### src/rtl/core/bgtr_pkg.sv
// Shared types, codes and constants of the bitmap glyph text renderer.
`default_nettype none

package bgtr_pkg;

    // Fixed field widths of the stream payloads.
    localparam int OFFSET_W     = 24;
    localparam int ROW_W        = 32;
    localparam int SPAN_W       = 16;
    localparam int COLOR_W      = 8;
    localparam int LOAD_W       = 32;
    localparam int CODE_W       = 8;
    localparam int ROW_IDX_W    = 5;
    localparam int CMD_W        = 2;
    localparam int CFG_IDX_W    = 3;
    localparam int CFG_DATA_W   = 16;
    localparam int IN_TDATA_W   = 48;
    localparam int OUT_TDATA_W  = 80;

    // A string draws at most this many glyph rows per character.
    localparam int ROWS_CAP     = 32;
    localparam int YCNT_W       = 5;
    localparam int ROWS_W       = 6;

    // Bit positions inside style_flags.
    localparam int STYLE_MONO   = 0;
    localparam int STYLE_ULINE  = 1;

    typedef enum logic [CMD_W-1:0] {
        CMD_LOAD_WIDTH = 2'd0,
        CMD_LOAD_ROW   = 2'd1,
        CMD_DRAW       = 2'd2
    } t_command;

    typedef enum logic [CFG_IDX_W-1:0] {
        REG_GLYPH_COUNT     = 3'd0,
        REG_LINE_HEIGHT     = 3'd1,
        REG_LETTER_SPACING  = 3'd2,
        REG_MONO_CELL_WIDTH = 3'd3,
        REG_CLIP_WIDTH      = 3'd4,
        REG_ROW_PITCH       = 3'd5,
        REG_DRAW_COLOR      = 3'd6,
        REG_STYLE_FLAGS     = 3'd7
    } t_cfg_index;

    typedef enum logic {
        KIND_ROW  = 1'b0,
        KIND_SPAN = 1'b1
    } t_kind;

    typedef enum logic [2:0] {
        ST_IDLE,
        ST_CALC,
        ST_DECIDE,
        ST_ROWS,
        ST_TAIL
    } t_state;

    typedef struct packed {
        logic [8:0]  glyph_count;
        logic [5:0]  line_height;
        logic [4:0]  letter_spacing;
        logic [5:0]  mono_cell_width;
        logic [15:0] clip_width;
        logic [12:0] row_pitch;
        logic [7:0]  draw_color;
        logic [1:0]  style_flags;
    } t_cfg;

    typedef struct packed {
        logic wr_width;
        logic wr_row;
        logic capture;
        logic calc;
        logic decide;
        logic emit_row;
        logic emit_span;
        logic end_string;
    } t_ctrl_cmd;

    typedef struct packed {
        logic drawable;
        logic cut;
        logic row_last;
        logic out_free;
        logic span_need;
        logic last_char;
    } t_dp_status;

endpackage

`default_nettype wire

### src/rtl/core/bgtr_ctrl.sv
// Sequencing state machine of the bitmap glyph text renderer.
`default_nettype none

module bgtr_ctrl (
    input  wire logic                         i_clk,
    input  wire logic                         i_rst_n,
    input  wire logic                         i_in_valid,
    input  wire logic [bgtr_pkg::CMD_W-1:0]   i_command,
    output logic                              o_in_ready,
    input  wire bgtr_pkg::t_dp_status         i_status,
    output bgtr_pkg::t_ctrl_cmd               o_cmd
);

    bgtr_pkg::t_state r_state;
    bgtr_pkg::t_state n_state;
    logic             accept;

    assign o_in_ready = (r_state == bgtr_pkg::ST_IDLE);
    assign accept     = i_in_valid && o_in_ready;

    always_ff @(posedge i_clk) begin
        if (!i_rst_n) begin
            r_state <= bgtr_pkg::ST_IDLE;
        end else begin
            r_state <= n_state;
        end
    end

    always_comb begin
        n_state = r_state;
        o_cmd   = '0;
        unique case (r_state)
            bgtr_pkg::ST_IDLE: begin
                if (accept) begin
                    unique case (bgtr_pkg::t_command'(i_command))
                        bgtr_pkg::CMD_LOAD_WIDTH: o_cmd.wr_width = 1'b1;
                        bgtr_pkg::CMD_LOAD_ROW:   o_cmd.wr_row = 1'b1;
                        bgtr_pkg::CMD_DRAW: begin
                            o_cmd.capture = 1'b1;
                            n_state       = bgtr_pkg::ST_CALC;
                        end
                        default: ;
                    endcase
                end
            end
            bgtr_pkg::ST_CALC: begin
                o_cmd.calc = 1'b1;
                n_state    = bgtr_pkg::ST_DECIDE;
            end
            bgtr_pkg::ST_DECIDE: begin
                o_cmd.decide = 1'b1;
                if (i_status.drawable && !i_status.cut) begin
                    n_state = bgtr_pkg::ST_ROWS;
                end else begin
                    n_state = bgtr_pkg::ST_TAIL;
                end
            end
            bgtr_pkg::ST_ROWS: begin
                if (i_status.out_free) begin
                    o_cmd.emit_row = 1'b1;
                    if (i_status.row_last) begin
                        n_state = bgtr_pkg::ST_TAIL;
                    end
                end
            end
            bgtr_pkg::ST_TAIL: begin
                if (i_status.span_need) begin
                    if (i_status.out_free) begin
                        o_cmd.emit_span  = 1'b1;
                        o_cmd.end_string = 1'b1;
                        n_state          = bgtr_pkg::ST_IDLE;
                    end
                end else begin
                    o_cmd.end_string = i_status.last_char;
                    n_state          = bgtr_pkg::ST_IDLE;
                end
            end
            default: n_state = bgtr_pkg::ST_IDLE;
        endcase
    end

endmodule

`default_nettype wire

### config.mk
export PLATFORM = sky130hd
export DESIGN_NAME = bgtr_ctrl
export DESIGN_NICKNAME = d
export VERILOG_FILES = /design/src/rtl/core/bgtr_pkg.sv /design/src/rtl/core/bgtr_ctrl.sv
export SDC_FILE = /design/constraint.sdc
export NUM_CORES = 1
export LEC_CHECK = 0
export BUFFER_PORTS_ARGS = -buffer_cell sky130_fd_sc_hd__buf_2
export CAP_MARGIN = 0
export CELL_PAD_IN_SITES_DETAIL_PLACEMENT = 2
export CELL_PAD_IN_SITES_GLOBAL_PLACEMENT = 2
export CORE_MARGIN = 2
export CORE_UTILIZATION = 20
export CTS_CLUSTER_DIAMETER = 30
export DETAILED_ROUTE_END_ITERATION = 6
export PLACE_DENSITY_LB_ADDON = 0.1
export SLEW_MARGIN = 20
export SYNTH_ARGS = -nofsm -noshare
export SYNTH_HDL_FRONTEND = slang
export SYNTH_SLANG_ARGS = --single-unit
### constraint.sdc
create_clock -name i_clk -period 1.7 [get_ports i_clk]
set_input_delay 0.34 -clock i_clk [delete_from_list [all_inputs] [get_ports i_clk]]
set_output_delay 0.34 -clock i_clk [all_outputs]
set_load 0.03 [all_outputs]
==> results.tsv <==
metric	value	unit
status	finished clean	
hpwl	898.5	um
r2r_cells	5	
grt_pass1_wl	1.828	mm
ys_ff_latch	3	
hold_start	i_rst_n	
worstMarginPinSlew	0.2738	ns
synth_warnings	0	
synth_edf_count	0	
synth-seq-area-share	19.43	%
start_kind	flip-flop	
relSlewSlack	81.75	%
drt_iter0_markers	4	
io_pins	20	
vias_per_cell	5.000	
diodes	0	
grt_max_degree	11	
ys_top_cells_by_count	dfxtp_1, nand2_1, nor2_1, nor3b_1, o221a_1	
max_freq	608.1	MHz
synth_nets	43	
synth_top_area_cell	dfxtp_1	
path_class	flip-flop to output pin	
die_h	43.31	um
crit_path_max_incr_delay	0.32	ns
skew	0.002225	ns
port_buffers	19	
area_growth_syn_to_layout	70.04	%
synth_top_cell_area_share	19.43	%
final-hold-violation-count	0	
synth_flop_cell	dfxtp_1	
n_fill_cell	169	
netlist_area	309.0	um2
p_leak	0.2640	nW
largest_register	r_state	
remaining_drc_errors	0	
ys_types	25	
vias	370	
grt_pass1_vias	402	
core_region_area	1471	um2
htreeDepth	1	
ant_nets	0	
reg2reg_slack	0.32	ns
path_cells	buf_6, nor3_4, nor4bb_4, buf_4	
cts_root_buffer	clkbuf_4	
grt_setup_unrepaired	yes	
die_x	43.31	um
hold_path_class	input pin to flip-flop	
maxSlewViolCount	0	
total_power	765.0	uW
path_clk_slew	0.04	ns
path_max_fanout	3	
whs_endpoint	r_state[0]	
critPathBufInv	2	
largest_register_ffs	3	
firstDrtPassIters	2	
postSynthCellCount	32	
overflow	0	
cts_made_buffers	3	
gp_congestion	0.6806	
cts_max_path_buffers	2	
syn_area_per_cell	9.658	um2
die_area	1876	um2
finalSetupViolations	0	
cts_sinks	3	
wl_per_cell	15.53	um
num-nets-final	70	
worstSetupEndpointType	output pin	
fin_crit_sh	96.74	%
clkLatencyLatePin	0.24	ns
reg2reg_from	r_state[1]	
fin_cells	74	
drive_above_1_share	67.24	%
antenna_found_initial	0	
drv_cap	0	
required	1.36	ns
cpMaxStageDelayCell	dfxtp_2	
fin_crit	1.645	ns
hold_path_depth	2	
dp.cells	68	
vdd_drop_max	0.0004651	V
drt-total-wl	1.149	mm
cts_tree	built	
synth_area_leaders	dfxtp_1, nor4bb_4, o221a_1	
async_reset_ff_share	0	%
power_density	1456	nW/um2
grt_usage	13.78	%
fp-row-count	14	
arrival	1.30	ns
cpLargestDelayFamily	simple AND/OR/NAND/NOR gates	
rr_endpoint	r_state[1]	
largest_registers	r_state (3)	
start_util	21.00	%
-- final cells by class --
type / count / area [um2] / share of cell area [%]
flip-flops and latches: 3 / 63.81 / 12.14
clock buffers: 4 / 26.28 / 5.000
repair buffers: 24 / 143.9 / 27.38
well taps: 16 / 20.02 / 3.810
multi-input cells: 26 / 267.8 / 50.95
inverters: 1 / 3.754 / 0.7143
-- placed cells by master, fill, tap and decap left out, types with 2 or more instances in the layout --
cell and count:
nor4bb_4 2, nor2_1 2, buf_4 7, nand2_1 3, dfxtp_2 3, o221a_1 2, clkbuf_4 3, buf_2 16
-- report_power, final --
group / total, mW / switching [mW] / internal [mW]
clock: 0.132 / 0.0437 / 0.0884
sequential: 0.157 / 0.0592 / 0.0977
combinational: 0.476 / 0.252 / 0.224
total: 0.765 / 0.355 / 0.410
-- layer usage --
metal | GRT usage (%) | part of all wire [%] | vias to the layer above
met2 | 23.28 | 53 | 16
met3 | 6.809 | 6.0 | 2
met4 | 5.455 | 1.0 | 0
met1 | 14.58 | 40 | 174
li1 | - | - | 178
met5 | 0 | 0 | -
-- through the flow --
step                      TNS [ns]  utilization, %  cell area, um2  hold slack (ns)  worst slack (ns)
after floorplan           -0.01149               -           342.8           0.4819          -0.01149
after global routing      -0.04960           35.71           525.5           0.3608          -0.02976
after detailed placement         0           31.55           464.2           0.6265            0.1714
after CTS                        0           33.50           493.0           0.3698           0.01415
final                            0           35.71           525.5           0.3740           0.05546
after global placement           0           31.55           464.2           0.6147            0.1681
-- worst max path at each step --
stage | depth (start not counted) | slack, ns | start | to
2_1_floorplan | 3 | -0.01 | r_state[0] | o_cmd[7]
3_3_place_gp | 2 | 0.17 | r_state[0] | o_cmd[4]
3_5_place_dp | 2 | 0.17 | r_state[0] | o_cmd[4]
4_1_cts | 4 | 0.01 | r_state[1] | o_cmd[1]
5_1_grt | 4 | -0.03 | r_state[1] | o_cmd[7]
6_report | 4 | 0.06 | r_state[1] | o_cmd[7]
-- worst reg2reg max path: cells and delay by family, from the launching register on --
kind                   cells  cell delay (ns)
AOI/OAI and AO/OA          3             0.51
DFF                        1             0.32
and+or+nand+nor            1             0.27
buffers and inverters      1             0.15
-- cells by family after synthesis --
group	count (synthesis)	share of synthesized area, %
and+or+nand+nor	20	54.66
AOI/OAI and AO/OA	5	16.19
buffers and inverters	3	6.475
muxes	1	3.239
DFF	3	19.43
-- timing repair --
item,4_1_cts,5_1_grt
endpoints found under the setup margin,4,3
hold buffers,0,0
resized for setup,2,9
pin swaps,0,1
gates cloned,0,0
setup buffers,0,2
No activity file was read; power rests on OpenSTA's default activity.
